File: src/rtl/core/decimal_frequency_text_parser_macros.svh
// Assertion helpers for the parser core. They expect clk and rst_n in scope.
`ifndef DECIMAL_FREQUENCY_TEXT_PARSER_MACROS_SVH
`define DECIMAL_FREQUENCY_TEXT_PARSER_MACROS_SVH

// The consequent must hold in the same cycle as the antecedent.
`define DFP_ASSERT_NOW(lbl, ante, cons, msg) \
    lbl: assert property (@(posedge clk) disable iff (!rst_n) (ante) |-> (cons)) \
        else $error(msg);

// The consequent must hold in the cycle after the antecedent.
`define DFP_ASSERT_NEXT(lbl, ante, cons, msg) \
    lbl: assert property (@(posedge clk) disable iff (!rst_n) (ante) |=> (cons)) \
        else $error(msg);

`endif

File: src/rtl/core/dfp_pkg.sv
package dfp_pkg;

    localparam int unsigned VALUE_W = 64;
    localparam int unsigned SUM_W   = VALUE_W + 4;
    localparam int unsigned COUNT_W = 5;
    localparam int unsigned NUM_POW = 20;

    localparam logic [7:0] CHAR_0     = 8'h30;
    localparam logic [7:0] CHAR_9     = 8'h39;
    localparam logic [7:0] CHAR_DOT   = 8'h2E;
    localparam logic [7:0] CHAR_COMMA = 8'h2C;
    localparam logic [7:0] CHAR_SPACE = 8'h20;
    localparam logic [7:0] CHAR_TAB   = 8'h09;
    localparam logic [7:0] CHAR_CR    = 8'h0D;

    localparam logic [VALUE_W-1:0] UNIT_RESET = 64'd1;

    // Powers of ten that fit in 64 bits, 10^0 through 10^19.
    localparam logic [VALUE_W-1:0] POW10 [NUM_POW] = '{
        64'd1,
        64'd10,
        64'd100,
        64'd1000,
        64'd10000,
        64'd100000,
        64'd1000000,
        64'd10000000,
        64'd100000000,
        64'd1000000000,
        64'd10000000000,
        64'd100000000000,
        64'd1000000000000,
        64'd10000000000000,
        64'd100000000000000,
        64'd1000000000000000,
        64'd10000000000000000,
        64'd100000000000000000,
        64'd1000000000000000000,
        64'd10000000000000000000
    };

    typedef enum logic [1:0] {
        PHASE_LEAD  = 2'd0,
        PHASE_BODY  = 2'd1,
        PHASE_TRAIL = 2'd2
    } phase_t;

    typedef struct packed {
        logic               ok;
        logic [COUNT_W-1:0] exp;
    } unit_info_t;

    // Operand set for the shared multiply-by-ten-and-add unit.
    typedef struct packed {
        logic               mul10;
        logic [VALUE_W-1:0] a;
        logic [VALUE_W-1:0] b;
    } mac_req_t;

    function automatic unit_info_t decode_unit(input logic [VALUE_W-1:0] unit);
        unit_info_t info;
        info.ok  = 1'b0;
        info.exp = '0;
        for (int k = 0; k < NUM_POW; k++)
        begin
            if (unit == POW10[k])
            begin
                info.ok  = 1'b1;
                info.exp = COUNT_W'(k);
            end
        end
        return info;
    endfunction

    function automatic logic is_blank(input logic [7:0] c);
        return (c == CHAR_SPACE) || (c inside {[CHAR_TAB:CHAR_CR]});
    endfunction

endpackage

File: src/rtl/core/dfp_channels.sv
interface dfp_text_if;
    logic       valid;
    logic       ready;
    logic [7:0] character;
    logic       char_present;
    logic       end_of_text;

    modport source (output valid, character, char_present, end_of_text, input ready);
    modport sink   (input valid, character, char_present, end_of_text, output ready);
endinterface

interface dfp_result_if;
    logic        valid;
    logic        ready;
    logic [63:0] frequency_hz;
    logic        valid_res;

    modport source (output valid, frequency_hz, valid_res, input ready);
    modport sink   (input valid, frequency_hz, valid_res, output ready);
endinterface

File: src/rtl/core/decimal_frequency_text_parser.sv
// Decimal frequency text parser.
// The text channel carries one byte per transfer with char_present and
// end_of_text flags; the result channel gives one transfer per text, on the
// item that has end_of_text set, with frequency_hz and valid_res. The unit
// register is written through cfg_we/cfg_wdata and must be 10^E, E <= 19.
// Each text item is accepted in the idle state; an item with a character is
// then handled by one pass of the shared multiply-by-ten unit, and the core
// is not ready while it does so. The end item adds a check, padding of the
// fraction to E digits, scaling of the whole part by ten E times (on the same
// shared unit), one final add and the load of the output register; a text
// that fails the check or overflows goes straight to the load.
// The output register holds a result until the receiver takes it. A new text
// may be fed while a result waits; a stalled receiver stops the next end item
// in its final state, with the text channel not ready, until the output frees.
// Reset clears the text state, empties the output and sets the unit to 1.
`include "decimal_frequency_text_parser_macros.svh"

module decimal_frequency_text_parser (
    input  logic                 clk,
    input  logic                 rst_n,
    input  logic                 cfg_we,
    input  logic [63:0]          cfg_wdata,
    dfp_text_if.sink             text,
    dfp_result_if.source         result
);

    // Sequencer states: take a byte, handle it, then the finishing steps.
    typedef enum logic [6:0] {
        ST_IDLE  = 7'b0000001,
        ST_CHAR  = 7'b0000010,
        ST_CHECK = 7'b0000100,
        ST_PAD   = 7'b0001000,
        ST_MUL   = 7'b0010000,
        ST_ADD   = 7'b0100000,
        ST_DONE  = 7'b1000000
    } state_t;

    localparam int unsigned VW = dfp_pkg::VALUE_W;
    localparam int unsigned CW = dfp_pkg::COUNT_W;

    state_t                 state_reg,   state_next;
    dfp_pkg::unit_info_t    unit_reg,    unit_next;
    logic [VW-1:0]          whole_reg,   whole_next;
    logic [VW-1:0]          frac_reg,    frac_next;
    logic [CW-1:0]          count_reg,   count_next;
    logic [CW-1:0]          step_reg,    step_next;
    logic                   digit_reg,   digit_next;
    logic                   sep_reg,     sep_next;
    dfp_pkg::phase_t        phase_reg,   phase_next;
    logic                   failed_reg,  failed_next;
    logic                   res_ok_reg,  res_ok_next;
    logic [7:0]             char_reg,    char_next;
    logic                   end_reg,     end_next;
    logic                   out_valid_reg, out_valid_next;
    logic [VW-1:0]          out_freq_reg,  out_freq_next;
    logic                   out_ok_reg,    out_ok_next;

    dfp_pkg::mac_req_t      mac_req;
    logic [dfp_pkg::SUM_W-1:0] mac_sum;
    logic                   mac_ovf;
    logic                   take;
    logic                   out_free;
    logic                   is_digit;
    logic                   is_sep;
    logic                   blank;
    logic [3:0]             digit_val;

    // The single arithmetic unit that every multiply-by-ten and add goes through.
    dfp_mac10 u_mac (
        .req (mac_req),
        .sum (mac_sum)
    );

    assign mac_ovf   = |mac_sum[dfp_pkg::SUM_W-1:VW];
    assign take      = text.valid && text.ready;
    assign out_free  = !out_valid_reg || result.ready;
    assign is_digit  = char_reg inside {[dfp_pkg::CHAR_0:dfp_pkg::CHAR_9]};
    assign is_sep    = (char_reg == dfp_pkg::CHAR_DOT) || (char_reg == dfp_pkg::CHAR_COMMA);
    assign blank     = dfp_pkg::is_blank(char_reg);
    assign digit_val = 4'(char_reg - dfp_pkg::CHAR_0);

    assign text.ready          = (state_reg == ST_IDLE);
    assign result.valid        = out_valid_reg;
    assign result.frequency_hz = out_freq_reg;
    assign result.valid_res    = out_ok_reg;

    // Operand selection for the shared unit, by sequencer state.
    always_comb
    begin
        mac_req.mul10 = 1'b1;
        mac_req.a     = whole_reg;
        mac_req.b     = '0;
        case (state_reg)
            ST_CHAR:
            begin
                mac_req.a = sep_reg ? frac_reg : whole_reg;
                mac_req.b = {{(VW-4){1'b0}}, digit_val};
            end
            ST_PAD:
            begin
                mac_req.a = frac_reg;
            end
            ST_ADD:
            begin
                mac_req.mul10 = 1'b0;
                mac_req.b     = frac_reg;
            end
            default:
            begin
                mac_req.a = whole_reg;
            end
        endcase
    end

    always_comb
    begin
        state_next     = state_reg;
        unit_next      = unit_reg;
        whole_next     = whole_reg;
        frac_next      = frac_reg;
        count_next     = count_reg;
        step_next      = step_reg;
        digit_next     = digit_reg;
        sep_next       = sep_reg;
        phase_next     = phase_reg;
        failed_next    = failed_reg;
        res_ok_next    = res_ok_reg;
        char_next      = char_reg;
        end_next       = end_reg;
        out_freq_next  = out_freq_reg;
        out_ok_next    = out_ok_reg;
        out_valid_next = out_valid_reg && !result.ready;

        // The unit is decoded once when written, so every byte sees its exponent.
        if (cfg_we)
        begin
            unit_next = dfp_pkg::decode_unit(cfg_wdata);
        end

        case (state_reg)
            ST_IDLE:
            begin
                if (take)
                begin
                    char_next = text.character;
                    end_next  = text.end_of_text;
                    if (text.char_present)
                    begin
                        state_next = ST_CHAR;
                    end
                    else if (text.end_of_text)
                    begin
                        state_next = ST_CHECK;
                    end
                end
            end
            ST_CHAR:
            begin
                state_next = end_reg ? ST_CHECK : ST_IDLE;
                if (!failed_reg)
                begin
                    if (phase_reg == dfp_pkg::PHASE_TRAIL)
                    begin
                        failed_next = !blank;
                    end
                    else if (blank)
                    begin
                        // Whitespace inside the body ends it.
                        if (phase_reg == dfp_pkg::PHASE_BODY)
                        begin
                            phase_next = dfp_pkg::PHASE_TRAIL;
                        end
                    end
                    else
                    begin
                        phase_next = dfp_pkg::PHASE_BODY;
                        if (is_digit)
                        begin
                            digit_next = 1'b1;
                            if (!sep_reg)
                            begin
                                if (mac_ovf)
                                begin
                                    failed_next = 1'b1;
                                end
                                else
                                begin
                                    whole_next = mac_sum[VW-1:0];
                                end
                            end
                            else if (count_reg >= unit_reg.exp)
                            begin
                                failed_next = 1'b1;
                            end
                            else
                            begin
                                frac_next  = mac_sum[VW-1:0];
                                count_next = count_reg + 1'b1;
                            end
                        end
                        else if (is_sep && !sep_reg && digit_reg)
                        begin
                            sep_next = 1'b1;
                        end
                        else
                        begin
                            failed_next = 1'b1;
                        end
                    end
                end
            end
            ST_CHECK:
            begin
                if (!unit_reg.ok || failed_reg || !digit_reg ||
                    (sep_reg && (count_reg == '0)))
                begin
                    res_ok_next = 1'b0;
                    state_next  = ST_DONE;
                end
                else
                begin
                    state_next = ST_PAD;
                end
            end
            ST_PAD:
            begin
                // Bring the fraction up to E digits.
                if (count_reg >= unit_reg.exp)
                begin
                    step_next  = '0;
                    state_next = ST_MUL;
                end
                else
                begin
                    frac_next  = mac_sum[VW-1:0];
                    count_next = count_reg + 1'b1;
                end
            end
            ST_MUL:
            begin
                // whole * 10^E as E multiply-by-ten steps, each checked for carry out.
                if (step_reg >= unit_reg.exp)
                begin
                    state_next = ST_ADD;
                end
                else if (mac_ovf)
                begin
                    res_ok_next = 1'b0;
                    state_next  = ST_DONE;
                end
                else
                begin
                    whole_next = mac_sum[VW-1:0];
                    step_next  = step_reg + 1'b1;
                end
            end
            ST_ADD:
            begin
                whole_next  = mac_sum[VW-1:0];
                res_ok_next = !mac_ovf && (mac_sum[VW-1:0] != '0);
                state_next  = ST_DONE;
            end
            ST_DONE:
            begin
                if (out_free)
                begin
                    out_valid_next = 1'b1;
                    out_ok_next    = res_ok_reg;
                    out_freq_next  = res_ok_reg ? whole_reg : '0;
                    whole_next     = '0;
                    frac_next      = '0;
                    count_next     = '0;
                    digit_next     = 1'b0;
                    sep_next       = 1'b0;
                    phase_next     = dfp_pkg::PHASE_LEAD;
                    failed_next    = 1'b0;
                    state_next     = ST_IDLE;
                end
            end
            default:
            begin
                state_next = ST_IDLE;
            end
        endcase
    end

    always_ff @(posedge clk or negedge rst_n)
    begin
        if (!rst_n)
        begin
            state_reg     <= ST_IDLE;
            unit_reg      <= dfp_pkg::decode_unit(dfp_pkg::UNIT_RESET);
            whole_reg     <= '0;
            frac_reg      <= '0;
            count_reg     <= '0;
            step_reg      <= '0;
            digit_reg     <= 1'b0;
            sep_reg       <= 1'b0;
            phase_reg     <= dfp_pkg::PHASE_LEAD;
            failed_reg    <= 1'b0;
            res_ok_reg    <= 1'b0;
            end_reg       <= 1'b0;
            out_valid_reg <= 1'b0;
        end
        else
        begin
            state_reg     <= state_next;
            unit_reg      <= unit_next;
            whole_reg     <= whole_next;
            frac_reg      <= frac_next;
            count_reg     <= count_next;
            step_reg      <= step_next;
            digit_reg     <= digit_next;
            sep_reg       <= sep_next;
            phase_reg     <= phase_next;
            failed_reg    <= failed_next;
            res_ok_reg    <= res_ok_next;
            end_reg       <= end_next;
            out_valid_reg <= out_valid_next;
        end
    end

    // Payload registers need no reset.
    always_ff @(posedge clk)
    begin
        char_reg     <= char_next;
        out_freq_reg <= out_freq_next;
        out_ok_reg   <= out_ok_next;
    end

    // A result loaded from the final state is offered in the next cycle.
    `DFP_ASSERT_NEXT(a_done_loads_output, (state_reg == ST_DONE) && out_free, out_valid_reg && (state_reg == ST_IDLE), "finished result was not loaded into the output register")

    // A valid result always carries a nonzero frequency.
    `DFP_ASSERT_NOW(a_valid_is_nonzero, out_valid_reg && out_ok_reg, out_freq_reg != '0, "valid result with zero frequency")

    // An item with neither a character nor an end mark leaves the core idle.
    `DFP_ASSERT_NEXT(a_empty_item_idle, take && !text.char_present && !text.end_of_text, state_reg == ST_IDLE, "empty item started work")

endmodule

File: src/rtl/core/dfp_mac10.sv
// Shared arithmetic unit: sum = a * 10 + b, or a + b, with four guard bits
// so that any carry out of 64 bits shows up as overflow.
module dfp_mac10 (
    input  dfp_pkg::mac_req_t             req,
    output logic [dfp_pkg::SUM_W-1:0]     sum
);

    logic [dfp_pkg::SUM_W-1:0] a_ext;
    logic [dfp_pkg::SUM_W-1:0] b_ext;
    logic [dfp_pkg::SUM_W-1:0] a_scaled;

    assign a_ext    = {4'b0000, req.a};
    assign b_ext    = {4'b0000, req.b};
    assign a_scaled = req.mul10 ? ((a_ext << 3) + (a_ext << 1)) : a_ext;
    assign sum      = a_scaled + b_ext;

endmodule

File: src/flat_wrapper.sv
// flat-port wrapper written by rule: the top's interface ports become plain ports
module decimal_frequency_text_parser_flat 
  (clk, rst_n, cfg_we, cfg_wdata, text_valid, text_character, text_char_present, text_end_of_text, text_ready, result_valid, result_frequency_hz, result_valid_res, result_ready);
  dfp_text_if text_i ();
  dfp_result_if result_i ();
  input  logic clk;
  input  logic rst_n;
  input  logic cfg_we;
  input  logic [63:0] cfg_wdata;
  input wire logic [$bits(text_i.valid)-1:0] text_valid;
  input wire logic [$bits(text_i.character)-1:0] text_character;
  input wire logic [$bits(text_i.char_present)-1:0] text_char_present;
  input wire logic [$bits(text_i.end_of_text)-1:0] text_end_of_text;
  output wire logic [$bits(text_i.ready)-1:0] text_ready;
  output wire logic [$bits(result_i.valid)-1:0] result_valid;
  output wire logic [$bits(result_i.frequency_hz)-1:0] result_frequency_hz;
  output wire logic [$bits(result_i.valid_res)-1:0] result_valid_res;
  input wire logic [$bits(result_i.ready)-1:0] result_ready;
  assign text_i.valid = text_valid;
  assign text_i.character = text_character;
  assign text_i.char_present = text_char_present;
  assign text_i.end_of_text = text_end_of_text;
  assign text_ready = text_i.ready;
  assign result_valid = result_i.valid;
  assign result_frequency_hz = result_i.frequency_hz;
  assign result_valid_res = result_i.valid_res;
  assign result_i.ready = result_ready;
  decimal_frequency_text_parser u_core (.clk(clk), .rst_n(rst_n), .cfg_we(cfg_we), .cfg_wdata(cfg_wdata), .text(text_i), .result(result_i));
endmodule
File: config.mk
export PLATFORM = sky130hd
export DESIGN_NAME = decimal_frequency_text_parser_flat
export DESIGN_NICKNAME = d
export VERILOG_FILES = /design/src/rtl/core/dfp_pkg.sv /design/src/rtl/core/dfp_channels.sv /design/src/rtl/core/decimal_frequency_text_parser.sv /design/src/rtl/core/dfp_mac10.sv /design/src/flat_wrapper.sv
export VERILOG_INCLUDE_DIRS = /design/src /design/src/rtl/core
export SDC_FILE = /design/constraint.sdc
export NUM_CORES = 1
export LEC_CHECK = 0
export BUFFER_PORTS_ARGS = -buffer_cell sky130_fd_sc_hd__buf_2
export CORE_MARGIN = 5
export CORE_UTILIZATION = 35
export CTS_CLUSTER_SIZE = 20
export DETAILED_ROUTE_END_ITERATION = 10
export PLACE_DENSITY = 0.54
export SLEW_MARGIN = 20
export SYNTH_ARGS = -nofsm -noshare
export SYNTH_HDL_FRONTEND = slang
export SYNTH_HIERARCHICAL = 1
export SYNTH_SLANG_ARGS = --single-unit
File: constraint.sdc
create_clock -name clk -period 9 [get_ports clk]
set_clock_uncertainty 0.1 [all_clocks]
set_input_delay 0 -clock clk [delete_from_list [all_inputs] [get_ports clk]]
set_output_delay 0 -clock clk [all_outputs]
set_load 0.02 [all_outputs]
==> impl_metrics.py <==
metrics = {
    "floorplanning": {
        "die_y_um": 250,
        "core_um2": 57500,
        "num_io_pins": 146,
        "fp-row-count": 88,
        "die_width_um": 250,
        "die_area_um2": 62700,
        "initial_utilization_pct": 35.2,
    },
    "global_routing": {
        "track_usage_pct": 20.8,
        "grt_pass1_vias": 19100,
        "grt-ovfl-total": 0,
        "grt_max_degree": 81,
        "grt_pass1_wl_mm": 108,
        "antenna_found_initial": 0,
    },
    "clocking": {
        "cts_tree": "done",
        "h-tree-depth": 1,
        "cts_buffer_depth": 3,
        "path_clk_slew_ns": 0.06,
        "cts-root-buf": "clkbuf_16",
        "clk_latency_ns": 0.59,
        "cts_sinks": 232,
        "numCtsBuffers": 28,
    },
    "synth": {
        "synthArstFlopShare_pct": 68.5,
        "synth.distinct_cells": 95,
        "synth_cells": 2433,
        "syn-cell-area_um2": 20200,
        "yosysSeqAreaShare_pct": 30.5,
        "synth_area_leader_cell": "dfrtp_1",
        "syn_avg_cell_area_um2": 8.31,
        "synth_seq_cells": 232,
        "synth_fp_nets": 2654,
        "ys_top_cells_by_area": "dfrtp_1 (19%), edfxtp_1 (11%), ha_1 (8.7%)",
        "synthFlopType": "dfrtp_1",
        "synth_edf_count": 73,
        "synth_top_cell_area_share_pct": 19.4,
        "ys_warn_count": 6,
    },
    "sta": {
        "finalSetupTns_ns": 0,
        "timing.fmax_mhz": 115,
        "fin_crit_sh_pct": 96.4,
        "grt_setup_unrepaired": "false",
        "finalCriticalPeriod_ns": 8.68,
        "drv_slew": 0,
        "relSlewSlack_pct": 38.4,
        "worst_slew_pin_slew_ns": 0.916,
        "hold_viol": 0,
        "setup_violations": 0,
    },
    "worst_setup_path": {
        "critical-path-top-delay-family": "simple AND/OR/NAND/NOR gates",
        "path_class": "reg -> reg",
        "max_stage_delay_ns": 0.68,
        "arrival_ns": 9.05,
        "crit_path_end_kind": "register",
        "cp_max_fo": 19,
        "critPathRequiredTime_ns": 9.37,
        "start_kind": "register",
        "slowest_stage": "nor4_1",
        "critPathBufInv": 4,
    },
    "route": {
        "drt_wl_total_mm": 68.0,
        "drt_iter0_markers": 1574,
        "routedWlPerCell_um": 20.2,
        "via_per_inst": 5.68,
        "drc": 0,
        "vias": 19100,
        "drt-pass1-iter-count": 6,
        "antenna_left": 0,
    },
    "layout": {
        "nNetsFinal": 2797,
        "n_antenna_cell": 0,
        "area_growth_pct": 15.2,
        "drive_gt1_share_pct": 16.1,
    },
    "run_status": {
        "status": "finished, final reports clean",
    },
    "place": {
        "dp_hpwl_mm": 53.0,
        "globalplace.congestion": 1.03,
        "portBuffers": 145,
    },
    "power": {
        "p_per_area_nw_per_um2": 307,
        "power.total_mw": 7.15,
        "irDropWorstVdd_v": 0.000173,
        "p_leak_nw": 9.95,
    },
    "job": {
        "timing.max_cap.violations": 0,
    },
    "hold_path": {
        "min_path_type": "in -> reg",
    },
}
## final timing paths
| path | startpoint | endpoint | slack (ns) | cells past startpoint |
|---|---|---|---|---|
| max reg2reg | u_core/state_reg[0]$_DFFE_PN1P_ | u_core/res_ok_reg$_DFFE_PN0P_ | 0.32 | 31 |
| min reg2reg | u_core/whole_reg[44]$_DFFE_PN0P_ | u_core/whole_reg[44]$_DFFE_PN0P_ | 0.39 | 2 |
| min | text_character[0] | u_core/char_reg[0]$_DFFE_PP_ | 0.03 | 2 |
| min in group asynchronous | rst_n | u_core/whole_reg[60]$_DFFE_PN0P_ | 0.43 | 4 |
| max | u_core/state_reg[0]$_DFFE_PN1P_ | u_core/res_ok_reg$_DFFE_PN0P_ | 0.32 | 31 |
| max in group asynchronous | rst_n | u_core/res_ok_reg$_DFFE_PN0P_ | 7.47 | 4 |
## placed cells by master, fill, tap and decap left out, types with 72 or more instances in the layout
cell	synthesis	routed
nand2_1	350	349
o21ai_0	227	227
a21oi_1	174	173
dfrtp_1	157	156
buf_2	22	144
and2_1	141	141
ha_1	140	138
nor2_1	123	122
mux2_2	116	116
xnor2_1	76	76
edfxtp_1	73	73
nand4_1	72	72
## cell usage after synthesis, types with 41 or more instances
library cell / instances
nand2_1: 350
o21ai_0: 227
a21oi_1: 174
dfrtp_1: 157
and2_1: 141
ha_1: 140
nor2_1: 123
mux2_2: 116
clkbuf_1: 91
xnor2_1: 76
edfxtp_1: 73
nand4_1: 72
inv_1: 58
a21o_1: 53
nand3_1: 48
nor4_1: 46
xor2_1: 41
## through the flow
stage / hold slack (ns) / setup slack (ns) / cells / util [%] / cell area, um2
finish: 0.0339 / 0.322 / 3363 / 40.5 / 23300
global route: 0.0334 / 0.00526 / 3363 / 40.5 / 23300
CTS: 0.00240 / 0.0487 / 3361 / 40.4 / 23200
detailed placement: -0.157 / 0.114 / 3276 / 38.1 / 21900
global placement: -0.161 / 0.223 / 3276 / 38.1 / 21900
floorplan: -0.396 / 0.502 / 2433 / - / 20200
## timing repair
item / in CTS / in global routing
setup endpoints to repair: 0 / 72
hold buffers: 33 / 0
endpoints found under the hold margin: 187 / 0
buffers inserted: 0 / 1
gates resized for setup: 0 / 14
## kinds of logic after synthesis
logic type                 after synthesis  share of synthesized area [%]
and+or+nand+nor                       1002                           25.8
AOI/OAI and AO/OA                      649                           19.8
DFF                                    232                           30.5
buffers and inverters                  173                           3.38
adders and majority gates              142                           8.86
muxes                                  118                           6.56
xor gates and xnor gates               117                           5.07
## per-layer routing
layer	routed length [um]	global-route usage (%)	part of all wire [%]	vias to the layer above
met5	0	0	0	-
met4	1500	4.97	2.2	0
met3	3980	2.41	5.8	85
li1	-	-	-	9230
met2	31300	34.2	46	568
met1	31200	29.5	46	9215
## report_power, final
| part | switching, mW | internal (mW) | leakage, nW |
|---|---|---|---|
| logic | 2.67 | 1.62 | 6.89 |
| clock network | 0.474 | 0.725 | 0.473 |
| registers | 0.252 | 1.41 | 2.59 |
## area by class of cell
cell class	count	area, um2
Sequential cell	232	6170
Multi-Input combinational cell	2028	13500
Inverter	58	219
Tap cell	765	957
Timing Repair Buffer	228	1500
Fill cell	5932	34200
Clock inverter	15	209
Clock buffer	37	776
Note: power is estimated with default switching activity, not from simulation.
